==> src/rtl/lagged_fibonacci_random_mod_assert.svh <==
`ifndef LAGGED_FIBONACCI_RANDOM_MOD_ASSERT_SVH
`define LAGGED_FIBONACCI_RANDOM_MOD_ASSERT_SVH

// Same-cycle implication, disabled while reset is asserted.
`define LFRM_ASSERT_NOW(label, clk, rstn, ante, cons) \
    label: assert property (@(posedge clk) disable iff (!rstn) (ante) |-> (cons)) \
        else $error("lagged fibonacci generator check failed");

// Plain invariant, disabled while reset is asserted.
`define LFRM_ASSERT_ALWAYS(label, clk, rstn, cond) \
    label: assert property (@(posedge clk) disable iff (!rstn) (cond)) \
        else $error("lagged fibonacci generator invariant failed");

`endif

==> src/rtl/lfrm_pkg.sv <==
`timescale 1ns / 1ps

package lfrm_pkg;

    localparam int LFRM_WORD_WIDTH = 32;
    localparam int LFRM_MOD_WIDTH  = 32;
    localparam int LFRM_LONG_LAG   = 17;
    localparam int LFRM_SHORT_LAG  = 5;
    localparam int LFRM_SEED_TOP   = 1;
    localparam int LFRM_SEED_NEXT  = 2;

    // Reset word of table entry idx (0 is the lowest entry), wrapped to width bits.
    function automatic logic [63:0] lfrm_seed(input int idx, input int width);
        logic [63:0] mask;
        logic [63:0] words [LFRM_LONG_LAG];
        mask = (width >= 64) ? '1 : ((64'd1 << width) - 64'd1);
        words[LFRM_LONG_LAG-1] = 64'(LFRM_SEED_TOP) & mask;
        words[LFRM_LONG_LAG-2] = 64'(LFRM_SEED_NEXT) & mask;
        for (int n = LFRM_LONG_LAG - 3; n >= 0; n--) begin
            words[n] = (words[n+1] + words[n+2]) & mask;
        end
        return words[idx];
    endfunction

endpackage

==> src/rtl/lfrm_divider.sv <==
`timescale 1ns / 1ps

module lfrm_divider import lfrm_pkg::*; #(
    parameter int WORD_WIDTH = LFRM_WORD_WIDTH
) (
    input  logic                      aclk,
    input  logic                      aresetn,
    input  logic                      start,
    input  logic [WORD_WIDTH-1:0]     dividend,
    input  logic [LFRM_MOD_WIDTH-1:0] divisor,
    output logic                      done,
    output logic [LFRM_MOD_WIDTH-1:0] remainder
);

    localparam int CNT_W = $clog2(WORD_WIDTH);
    localparam logic [CNT_W-1:0] LAST_STEP = CNT_W'(WORD_WIDTH - 1);

    logic                      busy_reg;
    logic                      done_reg;
    logic [CNT_W-1:0]          count_reg;
    logic [WORD_WIDTH-1:0]     dvd_reg;
    logic [LFRM_MOD_WIDTH-1:0] dvs_reg;
    logic [LFRM_MOD_WIDTH-1:0] rem_reg;

    logic [LFRM_MOD_WIDTH:0]   trial;
    logic [LFRM_MOD_WIDTH:0]   diff;
    logic [LFRM_MOD_WIDTH-1:0] rem_next;

    assign trial    = {rem_reg, dvd_reg[WORD_WIDTH-1]};
    assign diff     = trial - {1'b0, dvs_reg};
    assign rem_next = diff[LFRM_MOD_WIDTH] ? trial[LFRM_MOD_WIDTH-1:0]
                                           : diff[LFRM_MOD_WIDTH-1:0];

    always_ff @(posedge aclk) begin
        if (!aresetn) begin
            busy_reg  <= 1'b0;
            done_reg  <= 1'b0;
            count_reg <= '0;
        end else begin
            done_reg <= 1'b0;
            if (start) begin
                busy_reg  <= 1'b1;
                count_reg <= '0;
            end else if (busy_reg) begin
                count_reg <= count_reg + 1'b1;
                if (count_reg == LAST_STEP) begin
                    busy_reg <= 1'b0;
                    done_reg <= 1'b1;
                end
            end
        end
    end

    always_ff @(posedge aclk) begin
        if (start) begin
            dvd_reg <= dividend;
            dvs_reg <= divisor;
            rem_reg <= '0;
        end else if (busy_reg) begin
            dvd_reg <= {dvd_reg[WORD_WIDTH-2:0], 1'b0};
            rem_reg <= rem_next;
        end
    end

    assign done      = done_reg;
    assign remainder = rem_reg;

endmodule

==> src/rtl/lagged_fibonacci_random_mod.sv <==
`timescale 1ns / 1ps
// Additive lagged Fibonacci generator with lags 17 and 5.
// Input channel s_: each item carries a modulus and requests one random draw.
// Result channel m_: one item per request, value = new lagged sum mod modulus.
// A request adds two table words, writes the sum back and reduces it with a
// restoring divider that retires one quotient bit per cycle.
// From acceptance a request passes through ST_ADD, ST_DIVIDE and ST_FINISH,
// and ST_DIVIDE lasts until the bit-serial divider is done; one request is in
// flight at a time, so the next item is taken only after the last has left ST_FINISH.
// A zero modulus leaves the table untouched, skips the divider and returns 0
// from ST_FINISH, and the next item can be taken once that result is handed over.
// s_ready is high whenever the sequencer is idle, even while a finished item
// still waits in the output register; a stalled receiver holds m_valid and
// m_value and only blocks the next item from leaving ST_FINISH.
// Synchronous reset (aresetn low) returns the table to its seed through
// per-entry valid bits, sets the pointers to their start positions and drops
// any pending item.

module lagged_fibonacci_random_mod import lfrm_pkg::*; #(
    parameter int WORD_WIDTH = LFRM_WORD_WIDTH
) (
    input  logic                      aclk,
    input  logic                      aresetn,
    input  logic                      s_valid,
    output logic                      s_ready,
    input  logic [LFRM_MOD_WIDTH-1:0] s_modulus,
    output logic                      m_valid,
    input  logic                      m_ready,
    output logic [LFRM_MOD_WIDTH-1:0] m_value
);

    `include "lagged_fibonacci_random_mod_assert.svh"

    localparam int DEPTH = LFRM_LONG_LAG;
    localparam int IDX_W = $clog2(DEPTH);
    localparam logic [IDX_W-1:0] LAST_IDX    = IDX_W'(DEPTH - 1);
    localparam logic [IDX_W-1:0] LONG_START  = IDX_W'(LFRM_LONG_LAG - 1);
    localparam logic [IDX_W-1:0] SHORT_START = IDX_W'(LFRM_SHORT_LAG - 1);
    localparam logic [IDX_W:0]   LAG_GAP     = (IDX_W+1)'(LFRM_LONG_LAG - LFRM_SHORT_LAG);
    localparam logic [IDX_W:0]   SHORT_LAG_W = (IDX_W+1)'(LFRM_SHORT_LAG);

    typedef enum logic [1:0] {
        ST_IDLE,
        ST_ADD,
        ST_DIVIDE,
        ST_FINISH
    } state_t;

    state_t                    state_reg;
    logic [IDX_W-1:0]          long_idx_reg;
    logic [IDX_W-1:0]          short_idx_reg;
    logic [DEPTH-1:0]          valid_reg;
    logic [LFRM_MOD_WIDTH-1:0] modulus_reg;
    logic                      zero_reg;
    logic                      m_valid_reg;
    logic [LFRM_MOD_WIDTH-1:0] m_value_reg;

    logic [WORD_WIDTH-1:0]     mem [DEPTH];
    logic [WORD_WIDTH-1:0]     rd_a_reg;
    logic [WORD_WIDTH-1:0]     rd_b_reg;
    logic [WORD_WIDTH-1:0]     seed_word [DEPTH];

    logic                      accept;
    logic [WORD_WIDTH-1:0]     sum_next;
    logic [IDX_W-1:0]          long_idx_next;
    logic [IDX_W-1:0]          short_idx_next;
    logic                      div_start;
    logic                      div_done;
    logic [LFRM_MOD_WIDTH-1:0] div_rem;

    for (genvar i = 0; i < DEPTH; i++) begin : g_seed
        localparam logic [63:0] SEED_FULL = lfrm_seed(i, WORD_WIDTH);
        assign seed_word[i] = SEED_FULL[WORD_WIDTH-1:0];
    end

    assign accept         = s_valid && s_ready;
    assign s_ready        = (state_reg == ST_IDLE);
    assign sum_next       = rd_a_reg + rd_b_reg;
    assign long_idx_next  = (long_idx_reg == '0) ? LAST_IDX : long_idx_reg - 1'b1;
    assign short_idx_next = (short_idx_reg == '0) ? LAST_IDX : short_idx_reg - 1'b1;
    assign div_start      = (state_reg == ST_ADD);

    lfrm_divider #(
        .WORD_WIDTH(WORD_WIDTH)
    ) u_divider (
        .aclk      (aclk),
        .aresetn   (aresetn),
        .start     (div_start),
        .dividend  (sum_next),
        .divisor   (modulus_reg),
        .done      (div_done),
        .remainder (div_rem)
    );

    always_ff @(posedge aclk) begin
        if (state_reg == ST_ADD) begin
            mem[long_idx_reg] <= sum_next;
        end
        if (accept) begin
            rd_a_reg <= valid_reg[long_idx_reg] ? mem[long_idx_reg]
                                                : seed_word[long_idx_reg];
            rd_b_reg <= valid_reg[short_idx_reg] ? mem[short_idx_reg]
                                                 : seed_word[short_idx_reg];
        end
    end

    always_ff @(posedge aclk) begin
        if (!aresetn) begin
            state_reg     <= ST_IDLE;
            long_idx_reg  <= LONG_START;
            short_idx_reg <= SHORT_START;
            valid_reg     <= '0;
            m_valid_reg   <= 1'b0;
        end else begin
            if (m_valid_reg && m_ready && (state_reg != ST_FINISH)) begin
                m_valid_reg <= 1'b0;
            end
            unique case (state_reg)
                ST_IDLE: begin
                    if (accept) begin
                        modulus_reg <= s_modulus;
                        zero_reg    <= (s_modulus == '0);
                        state_reg   <= (s_modulus == '0) ? ST_FINISH : ST_ADD;
                    end
                end
                ST_ADD: begin
                    valid_reg[long_idx_reg] <= 1'b1;
                    long_idx_reg  <= long_idx_next;
                    short_idx_reg <= short_idx_next;
                    state_reg     <= ST_DIVIDE;
                end
                ST_DIVIDE: begin
                    if (div_done) begin
                        state_reg <= ST_FINISH;
                    end
                end
                ST_FINISH: begin
                    if (!m_valid_reg || m_ready) begin
                        m_valid_reg <= 1'b1;
                        m_value_reg <= zero_reg ? '0 : div_rem;
                        state_reg   <= ST_IDLE;
                    end
                end
                default: begin
                    state_reg <= ST_IDLE;
                end
            endcase
        end
    end

    assign m_valid = m_valid_reg;
    assign m_value = m_value_reg;

    `LFRM_ASSERT_NOW(a_rem_below_modulus, aclk, aresetn,
        div_done, div_rem < modulus_reg)
    `LFRM_ASSERT_NOW(a_done_only_dividing, aclk, aresetn,
        div_done, state_reg == ST_DIVIDE)
    `LFRM_ASSERT_ALWAYS(a_pointer_gap, aclk, aresetn,
        ({1'b0, long_idx_reg} == {1'b0, short_idx_reg} + LAG_GAP) ||
        ({1'b0, long_idx_reg} + SHORT_LAG_W == {1'b0, short_idx_reg}))

endmodule
==> config.mk <==
export PLATFORM = sky130hd
export DESIGN_NAME = lagged_fibonacci_random_mod
export DESIGN_NICKNAME = d
export VERILOG_FILES = /design/src/rtl/lfrm_pkg.sv /design/src/rtl/lfrm_divider.sv /design/src/rtl/lagged_fibonacci_random_mod.sv
export VERILOG_INCLUDE_DIRS = /design/src /design/src/rtl
export SDC_FILE = /design/constraint.sdc
export NUM_CORES = 1
export LEC_CHECK = 0
export BUFFER_PORTS_ARGS = -buffer_cell sky130_fd_sc_hd__clkbuf_2
export CORE_ASPECT_RATIO = 1.1
export CORE_MARGIN = 2
export CORE_UTILIZATION = 55
export CTS_CLUSTER_DIAMETER = 200
export DETAILED_ROUTE_END_ITERATION = 8
export PLACE_DENSITY = 0.79
export SLEW_MARGIN = 30
export SYNTH_ARGS = -nofsm -noshare
export SYNTH_HDL_FRONTEND = slang
export SYNTH_SLANG_ARGS = --single-unit
export TNS_END_PERCENT = 1
==> constraint.sdc <==
create_clock -name aclk -period 6.55 [get_ports aclk]
set_input_delay 0.3275 -clock aclk [delete_from_list [all_inputs] [get_ports aclk]]
set_output_delay 0.3275 -clock aclk [all_outputs]
set_load 0.1 [all_outputs]
==> metrics.txt, run 1 <==
outcome finished, final reports clean; worst hold path class in -> reg; Die Ht 283 um; H-Tree Depth 3; Critical Path Fanout Max 18; vias in the first global route 24.0k; Hold Startpoint m_ready; GRT Util Overall 27.2%; Worst-Skew Late Latency 670 ps; WL final 98400 um; worst r2r src rd_a_reg[0]$_DFFE_PP_; crit path time final 4030 ps; Net Sw Frac 35.4%; max frequency 0.248 GHz; I/O Pins 70; Lkg Pwr 14.7 nW; post-route antenna net violation count 0; DRC Markers 0; Internal 14.2 mW; GR Layer Usage met3 4.97%; Yosys warning count 0; DR WL/cell 28.7 um; Biggest register mem; clk_skew 39.5 ps; Final setup viols 0; Site Rows 102; initial antenna violation count 0; global-route wire length before repair 148000 um; RSZ-0062 raised after global routing false; Starting Density 55.4%; CORE AREA 0.0702 mm2; Slew Viols, Final 0; Clock Tree Root clkbuf_16; CP endpoint kind flop; Die Width 258 um; switching pwr 7.75 mW; Reg clk slew, reported paths 60 ps; Yosys reg bits 816; Setup TNS Final 0 ps; Crit. Startpoint rd_a_reg[0]$_DFFE_PP_; pin count of the biggest net entering global routing 79; Peak VDD IR 281 uV; CTS tree yes; register cell area after layout 0.0237 mm2; gr ovfl total 0; period utilization 61.6%; endpoints failing hold 0; initial drt markers 2650; layout cells sized above 1 27.3%; Die ar. 0.0729 mm2; Vias per Instance 6.72; Main synth FF type edfxtp_1; final-layout fill cell count 4769; WP data required 6940 ps; area grow syn2layout 12.3%; routability cong. 0.904; net count after synthesis 2457; WHS 155 ps; first-pass detailed-route iteration total 6; CP Class reg -> reg; sequential share of power 39.0%; Nets 2551; post-CTS setup buffers 0; global routing usage on met1 33.9%; Clock Sinks 816; MaxCap Viol Count 0; Slew headroom 33.1%; via count 23.0k; Arrival @ worst endpoint 4420 ps; max reg flops 544; clk buf depth 3; slew at the pin with the worst max-slew slack 1000 ps; asr flop ratio synth 0%; Avg Cell Area, Syn 16.7 um2; CTS buffer count 84; met2 GRT Util 46.1%; DP HPWL 56400 um; Post-Syn Area 0.0389 mm2; logic gate share of total power 39.2%; startpoint types flop; port bufs 69; pwr dens 502 mW/mm2; post-synth cell types 72; Syn Inst Count 2329; Top Usage Layer GRT met2; total power 21.9 mW; EDFF count, synth 737; antenna diode count 0; clock network power share 21.8%; Seq/Total Area, Yosys 60.9%; Multi-input gate area 0.0147 mm2
layout make-up:
cell class	count	share of cell area, %
multi-input combinational	1309	33.7
inverter	62	0.532
clock buffer	106	5.12
sequential	816	54.3
clock inverter	45	1.17
tap	936	2.68
timing repair buffer	150	2.47
cell usage in the layout, fill, tap and decap left out, types with 17 or more instances in the layout:
cell and count:
mux2_2 29, o21a_1 30, buf_4 45, clkbuf_2 69, o21ai_0 61, dfxtp_1 68
mux4_2 329, a211oi_1 35, nand2_1 72, mux2i_1 96, xnor2_1 21, inv_1 60
clkbuf_16 85, nor2_1 120, edfxtp_1 737, clkbuf_1 18, dlygate4sd3_1 32, a21oi_1 79
nand3_1 22, a21o_1 39, nor2b_1 52, ha_1 89, clkinv_2 17
worst max-delay path: stages, from the launching register on:
cell       delay (ps)
edfxtp_1          370
ha_1              240
fa_1              430
a21o_1            240
a2111oi_2         370
o21bai_1          210
o21ai_2           240
o21ai_1           250
a41o_1            390
a31oi_1           380
xnor2_2           310
mux2_2            350
cells in the mapped netlist (all sizes together) (6+ instances only):
cell type	instances	share of area, %
o211ai	10	0.19
mux2i	96	2.5
a21oi	81	1.1
and2	10	0.16
and4	6	0.14
xor2	23	0.52
edfxtp	737	57
xnor2	37	0.83
nand2b	12	0.19
and3	10	0.16
o21bai	9	0.17
o21a	31	0.60
nand3	22	0.28
dfxtp	79	4.1
ha	90	2.9
nand4	15	0.24
mux4	329	19
or3	10	0.16
nor3	14	0.18
nor2b	52	0.84
inv	62	0.60
buf	46	0.54
nor2	132	1.3
mux2	29	0.84
a21o	39	0.75
clkbuf	96	0.93
nor4	10	0.16
o21ai	65	0.85
a211oi	36	0.71
nand2	72	0.69
a31oi	11	0.18
per-layer routing:
| metal | wire length, um | share of wire [%] |
|---|---|---|
| met1 | 35400 | 36 |
| met4 | 5060 | 5.1 |
| met3 | 8080 | 8.2 |
| met2 | 49800 | 51 |
| met5 | 0 | 0 |
power by group through the flow:
stage / Combinational [mW] / Sequential, mW / Clock, mW
after floorplan: 6.32 / 8.24 / 0
after global placement: 7.87 / 8.66 / 0
after detailed placement: 8.37 / 8.63 / 0
after CTS: 8.47 / 8.55 / 4.84
after global routing: 9.20 / 8.63 / 5.03
final: 8.59 / 8.55 / 4.78
repair_timing:
action | CTS | global route
endpoints found under the hold margin | 32 | 0
hold buffers | 32 | 0
resized for setup | 0 | 0
cell families after synthesis:
logic type | Yosys count | share of synthesized area, %
xor+xnor | 60 | 1.35
compound gates | 327 | 5.59
mux | 454 | 22.3
flops | 816 | 60.9
fa+ha+maj | 92 | 3.00
buf+inv | 204 | 2.07
simple gates | 376 | 4.71
through the flow:
step / util (%) / instance area, um2 / cells / worst slack (ps)
2_1_floorplan: - / 38900 / 2329 / 834
3_3_place_gp: 57.6 / 40400 / 3238 / 2620
3_5_place_dp: 57.8 / 40600 / 3241 / 2320
4_1_cts: 62.2 / 43600 / 3424 / 2320
5_1_grt: 62.3 / 43700 / 3424 / 2380
6_report: 62.3 / 43700 / 3424 / 2520
final timing paths:
| kind | endpoint | slack [ps] | cells after the start |
|---|---|---|---|
| max | u_divider.dvd_reg[30]$_DFFE_PP_ | 2520 | 11 |
| max reg2reg | u_divider.dvd_reg[30]$_DFFE_PP_ | 2520 | 11 |
| min | m_valid$_SDFF_PN0_ | 150 | 3 |
| min reg2reg | u_divider.dvs_reg[13]$_DFFE_PP_ | 420 | 0 |
Power figures use the tool's default switching activity.
==> run 2: changes to the inputs <==
==> constraint.sdc (replaced) <==
create_clock -name aclk -period 3.95 [get_ports aclk]
set_input_delay 0.1975 -clock aclk [delete_from_list [all_inputs] [get_ports aclk]]
set_output_delay 0.1975 -clock aclk [all_outputs]
set_load 0.1 [all_outputs]
==> metrics.txt, run 2 (synthesis results as in run 1) <==
CTS tree yes; gr ovfl total 0; global routing usage on met1 34.2%; slew at the pin with the worst max-slew slack 997 ps; Lkg Pwr 14.7 nW; Die ar. 0.0729 mm2; area grow syn2layout 12.7%; DR WL/cell 27.5 um; antenna diode count 0; initial antenna violation count 0; Worst-Skew Late Latency 650 ps; via count 22.9k; Die Ht 283 um; I/O Pins 70; CORE AREA 0.0702 mm2; Vias per Instance 6.62; Site Rows 102; Clock Tree Root clkbuf_16; Starting Density 55.4%; Top Usage Layer GRT met2; WL final 94900 um; max reg flops 544; Arrival @ worst endpoint 3980 ps; worst hold path class in -> reg; r2r setup slk 310 ps; reg2reg path depth 10; GRT Util Overall 26.4%; clk_skew 29.0 ps; Final setup viols 0; Nets 2586; total power 36.0 mW; pwr dens 821 mW/mm2; Critical Path Fanout Max 17; MaxCap Viol Count 0; H-Tree Depth 3; first-pass detailed-route iteration total 7; DRC Markers 0; Reg clk slew, reported paths 60 ps; layout cells sized above 1 27.4%; Clock Sinks 816; CTS buffer count 82; worst r2r src rd_b_reg[4]$_DFFE_PP_; Slew Viols, Final 0; Crit. Startpoint rd_b_reg[4]$_DFFE_PP_; crit path time final 3640 ps; met2 GRT Util 44.1%; pin count of the biggest net entering global routing 61; global-route wire length before repair 145000 um; endpoints failing hold 0; RSZ-0062 raised after global routing false; most common cell after layout, fill and taps aside edfxtp_1; WP data required 4290 ps; CP endpoint kind flop; max frequency 0.275 GHz; vias in the first global route 24.0k; routability cong. 0.918; CP Class reg -> reg; Hold Path Depth 5; Die Width 258 um; WHS 96.7 ps; end point of the critical path mem[0][31]$_DFFE_PP_; reg2reg end mem[0][31]$_DFFE_PP_; GR Layer Usage met3 4.44%; initial drt markers 2729; period utilization 92.1%; Peak VDD IR 483 uV; Biggest register mem; DP HPWL 58300 um; post-route antenna net violation count 0; outcome finished, final reports clean; port bufs 69; startpoint types flop; Slew headroom 33.5%; clk buf depth 3; most frequent cells in the layout edfxtp_1, mux4_2, nor2_1
[run 2: area by class of cell]
type                            count  area, um2
Timing Repair Buffer              187       1560
Multi-Input combinational cell   1309      14600
Sequential cell                   816      23700
Clock buffer                      113       2260
Clock inverter                     31        250
Fill cell                        4847      26300
Inverter                           62        233
Tap cell                          936       1170
[run 2: worst max-delay path, stage by stage, from the launching register on]
cell      delay (ps)
edfxtp_1         370
ha_1             360
and2_1           220
nand4_1          130
o21ai_1          270
a211oi_2         160
o31ai_2          410
a31oi_1          200
o21ai_0          460
a21oi_1          190
xnor2_2          560
[run 2: worst min-delay path by stage]
stage                        startpoint                         to
after global routing            s_valid  state_reg[0]$_SDFFE_PN0P_
after CTS                       s_valid  state_reg[1]$_SDFFE_PN0P_
after global placement     s_modulus[9]   modulus_reg[9]$_DFFE_PP_
after floorplan            s_modulus[0]   modulus_reg[0]$_DFFE_PP_
after detailed placement  s_modulus[19]  modulus_reg[19]$_DFFE_PP_
final                           s_valid  state_reg[1]$_SDFFE_PN0P_
[run 2: per-layer routing]
metal  up-vias  share of wire, %
li1       9692                 -
met1     11700                37
met2      1182                50
met3       268               8.1
met4         0               4.4
met5         -                 0
[run 2: timing repair]
item / in CTS / in global routing
gates resized for setup: 0 / 0
hold endpoints to repair: 33 / 0
buffers inserted: 0 / 0
hold buffers: 33 / 0
[run 2: stage by stage]
stage | setup TNS, ps | utilization [%] | cell area (um2) | std cells | worst slack (ps)
floorplan | -3310 | - | 38900 | 2329 | -103
global placement | 0 | 58.3 | 40900 | 3276 | 258
detailed placement | 0 | 58.4 | 41000 | 3277 | 59.3
CTS | 0 | 62.4 | 43800 | 3454 | 46.0
global route | 0 | 62.5 | 43900 | 3454 | 173
finish | 0 | 62.5 | 43900 | 3454 | 312
[run 2: report_power, final]
part	switching [mW]	internal [mW]	total [mW]
sequential	1.13	13.0	14.2
combinational	8.28	6.17	14.4
clock	3.26	4.15	7.40
total	12.7	23.3	36.0
